$ cat config.mk
export PLATFORM = sky130hd
export DESIGN_NAME = crsf_rc_frame_parser_flat
export DESIGN_NICKNAME = d
export VERILOG_FILES = /design/src/rtl/crsf_pkg.sv /design/src/rtl/crsf_in_if.sv /design/src/rtl/crsf_out_if.sv /design/src/rtl/crsf_frame.sv /design/src/rtl/crsf_conv.sv /design/src/rtl/crsf_rc_frame_parser.sv /design/src/flat_wrapper.sv
export SDC_FILE = /design/constraint.sdc
export NUM_CORES = 1
export LEC_CHECK = 0
export BUFFER_PORTS_ARGS = -buffer_cell sky130_fd_sc_hd__buf_2
export CAP_MARGIN = 0
export CORE_ASPECT_RATIO = 0.5
export CORE_UTILIZATION = 50
export DETAILED_ROUTE_END_ITERATION = 8
export PLACE_DENSITY = 0.65
export SLEW_MARGIN = 20
export SYNTH_ARGS = -nofsm -noshare
export SYNTH_HDL_FRONTEND = slang
export SYNTH_SLANG_ARGS = --single-unit
$ cat constraint.sdc
create_clock -name clk -period 8.35 [get_ports clk]
set_input_delay 1.67 -clock clk [delete_from_list [all_inputs] [get_ports clk]]
set_output_delay 1.67 -clock clk [all_outputs]
set_load 0.02 [all_outputs]
$ cat src/rtl/crsf_pkg.sv
// Shared constants, types and the CRC-8 step for the CRSF RC frame parser.
package crsf_pkg;

  localparam int BUFFER_BYTES = 64;
  localparam int CNT_W        = $clog2(BUFFER_BYTES);
  localparam int CMP_W        = 9;

  localparam logic [7:0] SYNC_BYTE   = 8'hC8;
  localparam logic [7:0] TYPE_RC     = 8'h16;
  localparam logic [7:0] MIN_PAYLOAD = 8'd22;
  localparam logic [7:0] LEN_LIMIT   = 8'd253;
  localparam logic [7:0] CRC_POLY    = 8'hD5;

  localparam int N_CH      = 4;
  localparam int CH_W      = 11;
  localparam int CHAN_BITS = N_CH * CH_W;
  localparam int WIDE_BITS = 48;

  localparam int CH_MIN   = 172;
  localparam int CH_MID   = 992;
  localparam int CH_MAX   = 1811;
  localparam int Q_FRAC   = 14;
  localparam int Q_ONE    = 1 << Q_FRAC;
  localparam int D_W      = 12;
  localparam int OUT_W    = 16;
  localparam int THR_W    = 15;

  // centred channels: |d| < 819 fits 10 bits
  localparam int CEN_SPAN   = CH_MAX - CH_MID;
  localparam int CEN_A_W    = 10;
  localparam int CEN_NUM_W  = CEN_A_W + Q_FRAC;
  localparam int CEN_SHIFT  = CEN_NUM_W + 10;
  localparam int CEN_MAG_W  = 25;
  localparam int CEN_PROD_W = CEN_NUM_W + CEN_MAG_W;
  localparam logic [CEN_MAG_W-1:0] CEN_MAGIC =
    CEN_MAG_W'(((64'd1 << CEN_SHIFT) + 64'(CEN_SPAN) - 64'd1) / 64'(CEN_SPAN));

  // throttle: d < 1639 fits 11 bits
  localparam int THR_SPAN   = CH_MAX - CH_MIN;
  localparam int THR_A_W    = 11;
  localparam int THR_NUM_W  = THR_A_W + Q_FRAC;
  localparam int THR_SHIFT  = THR_NUM_W + 11;
  localparam int THR_MAG_W  = 26;
  localparam int THR_PROD_W = THR_NUM_W + THR_MAG_W;
  localparam logic [THR_MAG_W-1:0] THR_MAGIC =
    THR_MAG_W'(((64'd1 << THR_SHIFT) + 64'(THR_SPAN) - 64'd1) / 64'(THR_SPAN));

  typedef struct packed {
    logic                      vld;
    logic [N_CH-1:0][CH_W-1:0] ch;
  } crsf_raw_t;

  typedef struct packed {
    logic              neg;
    logic              hi;
    logic              lo;
    logic [Q_FRAC-1:0] q;
  } crsf_cen_t;

  typedef struct packed {
    logic              zero;
    logic              hi;
    logic [Q_FRAC-1:0] q;
  } crsf_thr_t;

  function automatic logic [7:0] crc8_update(input logic [7:0] crc, input logic [7:0] b);
    logic [7:0] c;
    c = crc ^ b;
    for (int k = 0; k < 8; k++) begin
      c = c[7] ? ((c << 1) ^ CRC_POLY) : (c << 1);
    end
    return c;
  endfunction

endpackage

$ cat src/rtl/crsf_in_if.sv
// Byte request channel into the parser.
interface crsf_in_if;
  logic       valid;
  logic       ready;
  logic [7:0] rx_byte;

  modport source (output valid, output rx_byte, input ready);
  modport sink   (input valid, input rx_byte, output ready);
endinterface

$ cat src/rtl/crsf_out_if.sv
// Normalised stick request channel out of the parser.
interface crsf_out_if;
  logic               valid;
  logic               ready;
  logic signed [15:0] roll;
  logic signed [15:0] pitch;
  logic        [14:0] throttle;
  logic signed [15:0] yaw;

  modport source (output valid, output roll, output pitch, output throttle, output yaw,
                  input ready);
  modport sink   (input valid, input roll, input pitch, input throttle, input yaw,
                  output ready);
endinterface

$ cat src/rtl/crsf_frame.sv
// Byte-level frame tracker: sync hunt, length check, running CRC, channel capture.
module crsf_frame (
  input  logic                clk,
  input  logic                rst_n,
  crsf_in_if.sink             in_ch,
  input  logic                advance,
  output crsf_pkg::crsf_raw_t raw
);
  import crsf_pkg::*;

  logic [CNT_W-1:0]     cnt_r, cnt_nxt;
  logic [7:0]           len_r, len_nxt;
  logic [7:0]           crc_r, crc_nxt;
  logic                 type_r, type_nxt;
  logic [CHAN_BITS-1:0] bits_r, bits_nxt;
  logic                 v1_r;
  logic [N_CH-1:0][CH_W-1:0] ch_r;
  logic [WIDE_BITS-1:0] wide;
  logic                 ready, take, good;
  logic [7:0]           b;

  assign b           = in_ch.rx_byte;
  assign ready       = !v1_r || advance;
  assign in_ch.ready = ready;
  assign take        = in_ch.valid && ready;

  always_comb begin
    cnt_nxt  = cnt_r;
    len_nxt  = len_r;
    crc_nxt  = crc_r;
    type_nxt = type_r;
    bits_nxt = bits_r;
    good     = 1'b0;
    wide     = {{(WIDE_BITS-CHAN_BITS){1'b0}}, bits_r};
    if (take) begin
      if (cnt_r == '0) begin
        if (b == SYNC_BYTE) begin
          crc_nxt  = '0;
          type_nxt = 1'b0;
          bits_nxt = '0;
          cnt_nxt  = CNT_W'(1);
        end
      end else if (cnt_r == CNT_W'(1)) begin
        len_nxt = b;
        if (b >= LEN_LIMIT || (CMP_W'(b) + CMP_W'(3)) > CMP_W'(BUFFER_BYTES)) begin
          cnt_nxt = '0;
        end else begin
          cnt_nxt = CNT_W'(2);
        end
      end else if (CMP_W'(cnt_r) >= CMP_W'(len_r) + CMP_W'(2)) begin
        cnt_nxt = '0;
        good    = type_r && (len_r >= MIN_PAYLOAD) && (crc_r == b);
      end else begin
        crc_nxt = crc8_update(crc_r, b);
        if (cnt_r == CNT_W'(2)) begin
          type_nxt = (b == TYPE_RC);
        end
        for (int k = 0; k < WIDE_BITS / 8; k++) begin
          if (cnt_r == CNT_W'(k + 3)) begin
            wide[8*k +: 8] = wide[8*k +: 8] | b;
          end
        end
        bits_nxt = wide[CHAN_BITS-1:0];
        cnt_nxt  = cnt_r + 1'b1;
      end
    end
  end

  always_ff @(posedge clk) begin
    if (!rst_n) begin
      cnt_r  <= '0;
      len_r  <= '0;
      crc_r  <= '0;
      type_r <= 1'b0;
      bits_r <= '0;
      v1_r   <= 1'b0;
    end else begin
      cnt_r  <= cnt_nxt;
      len_r  <= len_nxt;
      crc_r  <= crc_nxt;
      type_r <= type_nxt;
      bits_r <= bits_nxt;
      if (ready) begin
        v1_r <= take && good;
      end
    end
  end

  always_ff @(posedge clk) begin
    if (take && good) begin
      for (int k = 0; k < N_CH; k++) begin
        ch_r[k] <= bits_r[CH_W*k +: CH_W];
      end
    end
  end

  assign raw.vld = v1_r;
  assign raw.ch  = ch_r;

endmodule

$ cat src/rtl/crsf_conv.sv
// Two-stage channel scaling: reciprocal multiply, then sign and clamp into the output register.
module crsf_conv (
  input  logic                clk,
  input  logic                rst_n,
  input  crsf_pkg::crsf_raw_t raw,
  output logic                raw_take,
  crsf_out_if.source          out_ch
);
  import crsf_pkg::*;

  logic      v2_r, v3_r, rdy2, rdy3;
  crsf_cen_t roll_s_r, pitch_s_r, yaw_s_r;
  crsf_thr_t thr_s_r;
  logic signed [OUT_W-1:0] roll_r, pitch_r, yaw_r;
  logic        [THR_W-1:0] thr_r;

  function automatic crsf_cen_t cen_stage(input logic [CH_W-1:0] v);
    logic signed [D_W-1:0]  d;
    logic [D_W-1:0]         a;
    logic [CEN_NUM_W-1:0]   n;
    logic [CEN_PROD_W-1:0]  p;
    crsf_cen_t              s;
    d     = $signed({1'b0, v}) - $signed(D_W'(CH_MID));
    s.neg = d < $signed(D_W'(0));
    s.hi  = d >= $signed(D_W'(CEN_SPAN));
    s.lo  = d <= -$signed(D_W'(CEN_SPAN));
    a     = s.neg ? D_W'(-d) : D_W'(d);
    n     = {a[CEN_A_W-1:0], {Q_FRAC{1'b0}}} + CEN_NUM_W'(CEN_SPAN / 2);
    p     = CEN_PROD_W'(n) * CEN_PROD_W'(CEN_MAGIC);
    s.q   = p[CEN_SHIFT +: Q_FRAC];
    return s;
  endfunction

  function automatic crsf_thr_t thr_stage(input logic [CH_W-1:0] v);
    logic signed [D_W-1:0]  d;
    logic [THR_NUM_W-1:0]   n;
    logic [THR_PROD_W-1:0]  p;
    crsf_thr_t              s;
    d      = $signed({1'b0, v}) - $signed(D_W'(CH_MIN));
    s.zero = d <= $signed(D_W'(0));
    s.hi   = d >= $signed(D_W'(THR_SPAN));
    n      = {d[THR_A_W-1:0], {Q_FRAC{1'b0}}} + THR_NUM_W'(THR_SPAN / 2);
    p      = THR_PROD_W'(n) * THR_PROD_W'(THR_MAGIC);
    s.q    = p[THR_SHIFT +: Q_FRAC];
    return s;
  endfunction

  function automatic logic signed [OUT_W-1:0] cen_final(input crsf_cen_t s);
    logic signed [OUT_W-1:0] m;
    m = $signed({{(OUT_W-Q_FRAC){1'b0}}, s.q});
    if (s.hi) begin
      return $signed(OUT_W'(Q_ONE));
    end else if (s.lo) begin
      return -$signed(OUT_W'(Q_ONE));
    end
    return s.neg ? -m : m;
  endfunction

  function automatic logic [THR_W-1:0] thr_final(input crsf_thr_t s);
    if (s.zero) begin
      return '0;
    end else if (s.hi) begin
      return THR_W'(Q_ONE);
    end
    return {{(THR_W-Q_FRAC){1'b0}}, s.q};
  endfunction

  assign rdy3     = !v3_r || out_ch.ready;
  assign rdy2     = !v2_r || rdy3;
  assign raw_take = rdy2;

  always_ff @(posedge clk) begin
    if (!rst_n) begin
      v2_r <= 1'b0;
      v3_r <= 1'b0;
    end else begin
      if (rdy2) begin
        v2_r <= raw.vld;
      end
      if (rdy3) begin
        v3_r <= v2_r;
      end
    end
  end

  always_ff @(posedge clk) begin
    if (rdy2 && raw.vld) begin
      roll_s_r  <= cen_stage(raw.ch[0]);
      pitch_s_r <= cen_stage(raw.ch[1]);
      thr_s_r   <= thr_stage(raw.ch[2]);
      yaw_s_r   <= cen_stage(raw.ch[3]);
    end
    if (rdy3 && v2_r) begin
      roll_r  <= cen_final(roll_s_r);
      pitch_r <= cen_final(pitch_s_r);
      thr_r   <= thr_final(thr_s_r);
      yaw_r   <= cen_final(yaw_s_r);
    end
  end

  assign out_ch.valid    = v3_r;
  assign out_ch.roll     = roll_r;
  assign out_ch.pitch    = pitch_r;
  assign out_ch.throttle = thr_r;
  assign out_ch.yaw      = yaw_r;

endmodule

$ cat src/rtl/crsf_rc_frame_parser.sv
// Top level of the CRSF RC channels frame parser.
//
// in_ch takes one received link byte per request (valid/ready). The parser
// hunts for the 0xC8 sync byte, checks the length against the frame buffer
// size, runs CRC-8 (poly 0xD5) over type and payload, and captures the first
// four 11-bit channels. A complete RC channels frame with good CRC gives one
// request on out_ch: roll, pitch, yaw in Q1.14 (+-16384) and throttle 0..16384.
// Every other byte gives no request.
// Throughput: one byte per cycle while in_ch.ready is high, set by the CRC
// step and byte capture. After the CRC byte is taken, the result passes
// through the capture register, multiply stage and clamp/output register.
// When out_ch stalls, the three result slots fill in turn; in_ch.ready drops
// only once all of them hold a result, and nothing is lost.
// Reset (rst_n low, synchronous) empties the pipeline and returns the parser
// to sync hunting with CRC, length and channel capture cleared.
module crsf_rc_frame_parser (
  input  logic       clk,
  input  logic       rst_n,
  crsf_in_if.sink    in_ch,
  crsf_out_if.source out_ch
);
  import crsf_pkg::*;

  crsf_raw_t raw;
  logic      raw_take;

  crsf_frame u_frame (
    .clk     (clk),
    .rst_n   (rst_n),
    .in_ch   (in_ch),
    .advance (raw_take),
    .raw     (raw)
  );

  crsf_conv u_conv (
    .clk      (clk),
    .rst_n    (rst_n),
    .raw      (raw),
    .raw_take (raw_take),
    .out_ch   (out_ch)
  );

endmodule

$ cat src/flat_wrapper.sv
// flat-port wrapper written by rule: the top's interface ports become plain ports
module crsf_rc_frame_parser_flat import crsf_pkg::*;
  (clk, rst_n, in_ch_valid, in_ch_rx_byte, in_ch_ready, out_ch_valid, out_ch_roll, out_ch_pitch, out_ch_throttle, out_ch_yaw, out_ch_ready);
  crsf_in_if in_ch_i ();
  crsf_out_if out_ch_i ();
  input  logic clk;
  input  logic rst_n;
  input wire logic [$bits(in_ch_i.valid)-1:0] in_ch_valid;
  input wire logic [$bits(in_ch_i.rx_byte)-1:0] in_ch_rx_byte;
  output wire logic [$bits(in_ch_i.ready)-1:0] in_ch_ready;
  output wire logic [$bits(out_ch_i.valid)-1:0] out_ch_valid;
  output wire logic [$bits(out_ch_i.roll)-1:0] out_ch_roll;
  output wire logic [$bits(out_ch_i.pitch)-1:0] out_ch_pitch;
  output wire logic [$bits(out_ch_i.throttle)-1:0] out_ch_throttle;
  output wire logic [$bits(out_ch_i.yaw)-1:0] out_ch_yaw;
  input wire logic [$bits(out_ch_i.ready)-1:0] out_ch_ready;
  assign in_ch_i.valid = in_ch_valid;
  assign in_ch_i.rx_byte = in_ch_rx_byte;
  assign in_ch_ready = in_ch_i.ready;
  assign out_ch_valid = out_ch_i.valid;
  assign out_ch_roll = out_ch_i.roll;
  assign out_ch_pitch = out_ch_i.pitch;
  assign out_ch_throttle = out_ch_i.throttle;
  assign out_ch_yaw = out_ch_i.yaw;
  assign out_ch_i.ready = out_ch_ready;
  crsf_rc_frame_parser u_core (.clk(clk), .rst_n(rst_n), .in_ch(in_ch_i), .out_ch(out_ch_i));
endmodule
==> results of run 1 <==
## how the worst min path moves through the flow
| stage | startpoint | end | slack, ps | cells after the start |
|---|---|---|---|---|
| 3_3_place_gp | u_core.u_frame.bits_r[7]$_SDFFE_PN0P_ | u_core.u_frame.raw[7]$_DFFE_PP_ | 410 | 0 |
| 6_report | u_core.u_frame.bits_r[26]$_SDFFE_PN0P_ | u_core.u_frame.raw[26]$_DFFE_PP_ | 430 | 0 |
| 3_5_place_dp | u_core.u_frame.bits_r[26]$_SDFFE_PN0P_ | u_core.u_frame.raw[26]$_DFFE_PP_ | 420 | 0 |
| 4_1_cts | u_core.u_frame.bits_r[26]$_SDFFE_PN0P_ | u_core.u_frame.raw[26]$_DFFE_PP_ | 430 | 0 |
| 2_1_floorplan | u_core.u_frame.bits_r[0]$_SDFFE_PN0P_ | u_core.u_frame.raw[0]$_DFFE_PP_ | 410 | 0 |
| 5_1_grt | u_core.u_frame.bits_r[22]$_SDFFE_PN0P_ | u_core.u_frame.raw[22]$_DFFE_PP_ | 440 | 0 |
## final cells by class
class                   instances  area share (%)
clock inverters                11           0.343
clock buffers                  33            3.07
repair buffers                 87            2.01
multi-input cells            1441            58.2
well taps                     567            3.08
flip-flops and latches        244            28.8
inverters                     274            4.47
## kinds of logic (layout without fill, tap and decap cells)
group / count (synthesis) / in the layout
xor+xnor: 189 / 189
simple gates: 392 / 392
fa+ha+maj: 552 / 552
flops: 244 / 244
buf+inv: 307 / 405
compound gates: 293 / 293
mux: 15 / 15
## flip-flops by register name, indices dropped and copies added (netlist names), 6 cells and up
register,count
u_core.u_frame.bits_r,44
u_core.u_frame.raw,44
u_core.u_conv.pitch_s_r,17
u_core.u_conv.roll_s_r,17
u_core.u_conv.yaw_s_r,17
u_core.u_conv.out_ch.pitch,16
u_core.u_conv.out_ch.roll,16
u_core.u_conv.out_ch.yaw,16
u_core.u_conv.thr_s_r,16
u_core.u_conv.out_ch.throttle,15
u_core.u_frame.crc_r,8
u_core.u_frame.len_r,8
u_core.u_frame.cnt_r,6
## where the power goes
part / internal (mW) / switching [mW]
clock network: 0.598 / 0.476
logic: 0.0165 / 0.0311
registers: 1.28 / 0.000326
## layer usage
layer	routed length, µm	global-route usage (%)
met1	20200	27.0
met2	17100	30.9
met3	1270	2.54
met4	599	3.64
met5	0	0
## layout by cell type (no fill, tap or decap), drive strengths merged, types with 48 or more instances in the layout
master / count
a22o: 54
o21ai: 48
fa: 81
xor2: 77
dfxtp: 70
nand2: 75
xnor2: 112
ha: 470
a21oi: 62
edfxtp: 174
nor2: 134
buf: 87
inv: 279
==> flow_metrics.env, run 1 <==
export IMPL_reg2reg_setup_slack_ps=730
export IMPL_tns_ps=0
export IMPL_placement_setup_worst_slack_ps=727
export IMPL_worstSetupPathDepth=27
export IMPL_dominantRegCellSynth="edfxtp_1"
export IMPL_cp_max_stage_cell="xor2_1"
export IMPL_crit_reg2reg_launch="u_core.u_frame.raw[24]$_DFFE_PP_"
export IMPL_area_growth_syn_to_layout_pct=8.76
export IMPL_global_route_usage_total_pct=18.9
export IMPL_finalNetCount=2635
export IMPL_fillerInstances=3571
export IMPL_irDropWorstVdd_mv=0.134
export IMPL_portion_of_netlist_area_occupied_by_mux_cells_pct=0.715
export IMPL_transition_time_of_the_tightest_slew_check_pin_ps=1030
export IMPL_avgRoutedWirePerCell_um=14.7
export IMPL_critical_path_max_fanout=12
export IMPL_yosys_area_top_type="ha_1"
export IMPL_holdBufCountCts=0
export IMPL_globalRoute_totalOverflow=0
export IMPL_fmax_ghz=0.131
export IMPL_clk_insertion_delay_late_ps=550
export IMPL_whs_ps=432
export IMPL_post_cts_setup_buffer_count=0
export IMPL_antenna_cells=0
export IMPL_worstSetupEndpoint="u_core.u_conv.thr_s_r[8]$_DFFE_PP_"
export IMPL_dominant_combinational_cell_family_by_area_after_synthesis="adder cells"
export IMPL_die_w_um=293
export IMPL_first_iter_violations=597
export IMPL_grt_pass1_wl_um=66800
export IMPL_post_drt_via_cell_ratio=5.24
export IMPL_synth_adder_area_share_pct=35.5
export IMPL_critical_path_startpoint="u_core.u_frame.raw[24]$_DFFE_PP_"
export IMPL_worstPathRequired_ps=8650
export IMPL_hold_path_class="register to register"
export IMPL_setup_viol=0
export IMPL_ioPinCount=77
export IMPL_final_cell_count_no_fill=2657
export IMPL_postCtsResizedCells=0
export IMPL_cts_buffers_inserted=24
export IMPL_min_period_ps=7620
export IMPL_clk_path_buf_depth=3
export IMPL_initial_utilization_pct=51.5
export IMPL_post_synth_top_area_fraction_pct=27.8
export IMPL_post_route_cell_area_um2=23000
export IMPL_detailed_place_hpwl_um=30700
export IMPL_yosysMostFrequentCell="ha_1"
export IMPL_report_final_slew_viol_count=0
export IMPL_postSynth_asyncResetShare_pct=0
export IMPL_synth_commonest_cells="470 x ha_1, 274 x inv_1, 174 x edfxtp_1"
export IMPL_worst_r2r_endpoint="u_core.u_conv.thr_s_r[8]$_DFFE_PP_"
export IMPL_clock_skew_ps=32.2
export IMPL_placement_io_buffers=76
export IMPL_cap_violations=0
export IMPL_synth_cells=1992
export IMPL_fin_crit_sh_pct=91.2
export IMPL_run_status="finished, final reports clean"
export IMPL_multiInputGateArea_um2=13400
export IMPL_critPathArrivalTime_ps=7920
export IMPL_antenna_found_initial=0
export IMPL_drt_antenna_violating_nets=0
export IMPL_synth_top_cells_by_area="ha_1 28%, edfxtp_1 25%, fa_1 7.7%"
export IMPL_endpoint_kind="register"
export IMPL_worst_slack_ps=732
export IMPL_fin_total_pwr_mw=2.40
export IMPL_class_of_the_most_critical_setup_path="register to register"
export IMPL_max_slew_headroom_pct=30.8
export IMPL_routed_wl_um=39100
export IMPL_die_area_um2=43200
export IMPL_synth_compound_gate_area_share_pct=9.71
export IMPL_drive_above_1_share_pct=7.61
export IMPL_syn_area_um2=21200
export IMPL_final_core_util_pct=56.1
export IMPL_yosysWarningCount=0
export IMPL_worst_setup_path_start_kind="register"
export IMPL_ctsHtreeMaxLevel=1
export IMPL_number_of_enable_flip_flop_cells_after_synthesis=174
export IMPL_clkSlewWorstSetupHoldPaths_ps=60
export IMPL_gp_routability_congestion=0.875
export IMPL_first_global_vias=13800
export IMPL_tritoncts_num_sinks=244
export IMPL_crit_path_max_incr_delay_ps=650
export IMPL_r2r_cells=27
export IMPL_synth_yosys_seq_area_share_pct=31.3
export IMPL_hold_viol=0
export IMPL_maximum_number_of_pins_on_one_net_before_global_route_repair=68
export IMPL_yosys_area_share_simple_pct=9.24
export IMPL_die_height_um=147
export IMPL_ys_types=74
export IMPL_critPathTopFamily="adder cells"
export IMPL_rows=52
export IMPL_drt_pre_antenna_iters=5
export IMPL_cts_root_buffer="clkbuf_16"
export IMPL_postPlaceCellArea_um2=22200
export IMPL_p_leak_nw=11.0
export IMPL_p_per_area_nw_per_um2=104
export IMPL_seqCellArea_um2=6630
export IMPL_mappedNetlistNets=2555
export IMPL_synth_seq_cells=244
export IMPL_dp_cells=2613
export IMPL_timing_critical_path_buf_inv=7
export IMPL_avgSynthCellArea_um2=10.6
export IMPL_fp_coreArea_um2=41100
export IMPL_unrepaired_setup_endpoints_after_global_routing="no"
export IMPL_clock_tree_from_tritoncts="yes"
export IMPL_yosys_area_share_xor_xnor_pct=8.02
export IMPL_routed_via_count=13900
export IMPL_post_route_drc_count=0
Note: power is estimated with default switching activity, not from simulation.
==> run 2, diff against run 1 <==
- BUFFER_PORTS_ARGS: -buffer_cell sky130_fd_sc_hd__buf_2 -> -buffer_cell sky130_fd_sc_hd__buf_4
==> run 2 against run 1 <==
Sequential power about the same. Final area grew 1.0%. First-iteration DRC count increased by 38%. Largest cell class unchanged. Sequential share of layout area shrank 0.29 points.
==> flow_metrics.env, run 2 (synthesized netlist as in run 1, its figures left out) <==
export IMPL_drt_antenna_violating_nets=0
export IMPL_post_route_drc_count=0
export IMPL_fin_crit_sh_pct=90.6
export IMPL_maximum_number_of_pins_on_one_net_before_global_route_repair=68
export IMPL_hold_path_class="register to register"
export IMPL_antenna_cells=0
export IMPL_cts_buffers_inserted=24
export IMPL_clkSlewWorstSetupHoldPaths_ps=60
export IMPL_cp_max_stage_cell="fa_1"
export IMPL_share_clk_of_total_power_pct=45.5
export IMPL_power_combinational_fraction_pct=2.0
export IMPL_drive_above_1_share_pct=7.70
export IMPL_unrepaired_setup_endpoints_after_global_routing="no"
export IMPL_hold_viol=0
export IMPL_routed_wl_um=39500
export IMPL_detailed_place_hpwl_um=31000
export IMPL_clk_insertion_delay_late_ps=550
export IMPL_postPlaceCellArea_um2=22400
export IMPL_max_slew_headroom_pct=32.7
export IMPL_post_route_cell_area_um2=23200
export IMPL_r2r_cells=28
export IMPL_initial_utilization_pct=51.5
export IMPL_worst_hold_path_num_cells=0
export IMPL_power_internal_mw=1.93
export IMPL_cts_root_buffer="clkbuf_16"
export IMPL_tritoncts_num_sinks=244
export IMPL_setup_viol=0
export IMPL_crit_path_max_incr_delay_ps=620
export IMPL_grt_pass1_wl_um=67100
export IMPL_min_period_ps=7560
export IMPL_clk_path_buf_depth=3
export IMPL_post_cts_setup_buffer_count=0
export IMPL_path_common_cell="inv_1"
export IMPL_ioPinCount=77
export IMPL_layout_cells_most_common_list="470 x ha_1, 274 x inv_1, 174 x edfxtp_1"
export IMPL_gp_routability_congestion=0.894
export IMPL_holdBufCountCts=0
export IMPL_clock_skew_ps=39.0
export IMPL_placement_io_buffers=76
export IMPL_critPathArrivalTime_ps=7860
export IMPL_worst_setup_path_start_kind="register"
export IMPL_rows=52
export IMPL_switching_share_pct=20.8
export IMPL_area_growth_syn_to_layout_pct=9.87
export IMPL_run_status="finished, final reports clean"
export IMPL_switchingPower_mw=0.506
export IMPL_p_leak_nw=11.0
export IMPL_finalNetCount=2635
export IMPL_drt_pre_antenna_iters=5
export IMPL_report_final_slew_viol_count=0
export IMPL_globalRoute_totalOverflow=0
export IMPL_avgRoutedWirePerCell_um=14.9
export IMPL_fp_coreArea_um2=41100
export IMPL_worstPathRequired_ps=8640
export IMPL_antenna_found_initial=0
export IMPL_irDropWorstVdd_mv=0.118
export IMPL_tns_ps=0
export IMPL_transition_time_of_the_tightest_slew_check_pin_ps=1010
export IMPL_die_w_um=293
export IMPL_post_drt_via_cell_ratio=5.29
export IMPL_ctsHtreeMaxLevel=1
export IMPL_endpoint_kind="register"
export IMPL_class_of_the_most_critical_setup_path="register to register"
export IMPL_power_sequential_fraction_pct=52.5
export IMPL_die_height_um=147
export IMPL_postCtsResizedCells=0
export IMPL_critical_path_max_fanout=12
export IMPL_p_per_area_nw_per_um2=105
export IMPL_fin_total_pwr_mw=2.44
export IMPL_routed_via_count=14000
export IMPL_cap_violations=0
export IMPL_first_global_vias=13700
export IMPL_global_route_usage_total_pct=19.0
export IMPL_die_area_um2=43200
export IMPL_final_common_cell="ha_1"
export IMPL_fmax_ghz=0.132
export IMPL_clock_tree_from_tritoncts="yes"
export IMPL_first_iter_violations=824
## run 2: cell types whose count changed in the layout (fill, tap and decap cells not counted)
cell       change
inv_4          -4
buf_2         -76
buf_4         +76
inv_8          -1
clkbuf_16      +1
clkinv_4       +1
clkinv_1       -2
inv_6          +3
clkbuf_8       +2
## run 2: cell type report
| type | count | area, µm² |
|---|---|---|
| inverter | 274 | 1030 |
| multi-input combinational | 1441 | 13400 |
| tap | 567 | 709 |
| clock buffer | 36 | 758 |
| timing repair buffer | 87 | 653 |
| fill | 3560 | 17800 |
| clock inverter | 8 | 70.1 |
| sequential | 244 | 6630 |
## run 2: stage by stage
stage / setup WS (ps) / cells / hold slack (ps) / util (%)
final: 786 / 2657 / 408 / 56.6
after global routing: 151 / 2657 / 445 / 56.6
after CTS: 768 / 2657 / 408 / 56.6
after detailed placement: 753 / 2613 / 416 / 54.6
after global placement: 918 / 2613 / 412 / 54.6
after floorplan: 1130 / 1992 / 409 / -
## run 2: routing by layer
layer | vias to the layer above | global-route usage, % | share of wire (%)
met5 | - | 0 | 0
met3 | 36 | 2.27 | 3.3
li1 | 7157 | - | -
met1 | 6677 | 27.9 | 52
met2 | 173 | 30.5 | 44
met4 | 0 | 2.80 | 1.3
## run 2: worst paths after layout
check                                                       startpoint                                  end  slack (ps)
worst max-delay path                  u_core.u_frame.raw[24]$_DFFE_PP_  u_core.u_conv.thr_s_r[13]$_DFFE_PP_         790
worst min-delay path            u_core.u_frame.bits_r[32]$_SDFFE_PN0P_     u_core.u_frame.raw[32]$_DFFE_PP_         410
worst max register to register        u_core.u_frame.raw[24]$_DFFE_PP_  u_core.u_conv.thr_s_r[13]$_DFFE_PP_         790
worst min register to register  u_core.u_frame.bits_r[32]$_SDFFE_PN0P_     u_core.u_frame.raw[32]$_DFFE_PP_         410
## run 2: worst max-delay path, delay by kind of cell, from the launching register on
family / cells / cell delay, ps
adders and majority gates: 9 / 3590
AOI/OAI and AO/OA: 7 / 1900
buffers and inverters: 8 / 740
xor gates and xnor gates: 2 / 560
DFF: 1 / 350
and+or+nand+nor: 2 / 210
## run 2: power groups by stage
stage | combinational [mW] | clock [mW] | sequential, mW
4_1_cts | 0.0495 | 1.14 | 1.28
5_1_grt | 0.0538 | 1.19 | 1.28
3_3_place_gp | 0.0489 | 0 | 1.31
6_report | 0.0492 | 1.11 | 1.28
2_1_floorplan | 0.0353 | 0 | 1.31
3_5_place_dp | 0.0492 | 0 | 1.31
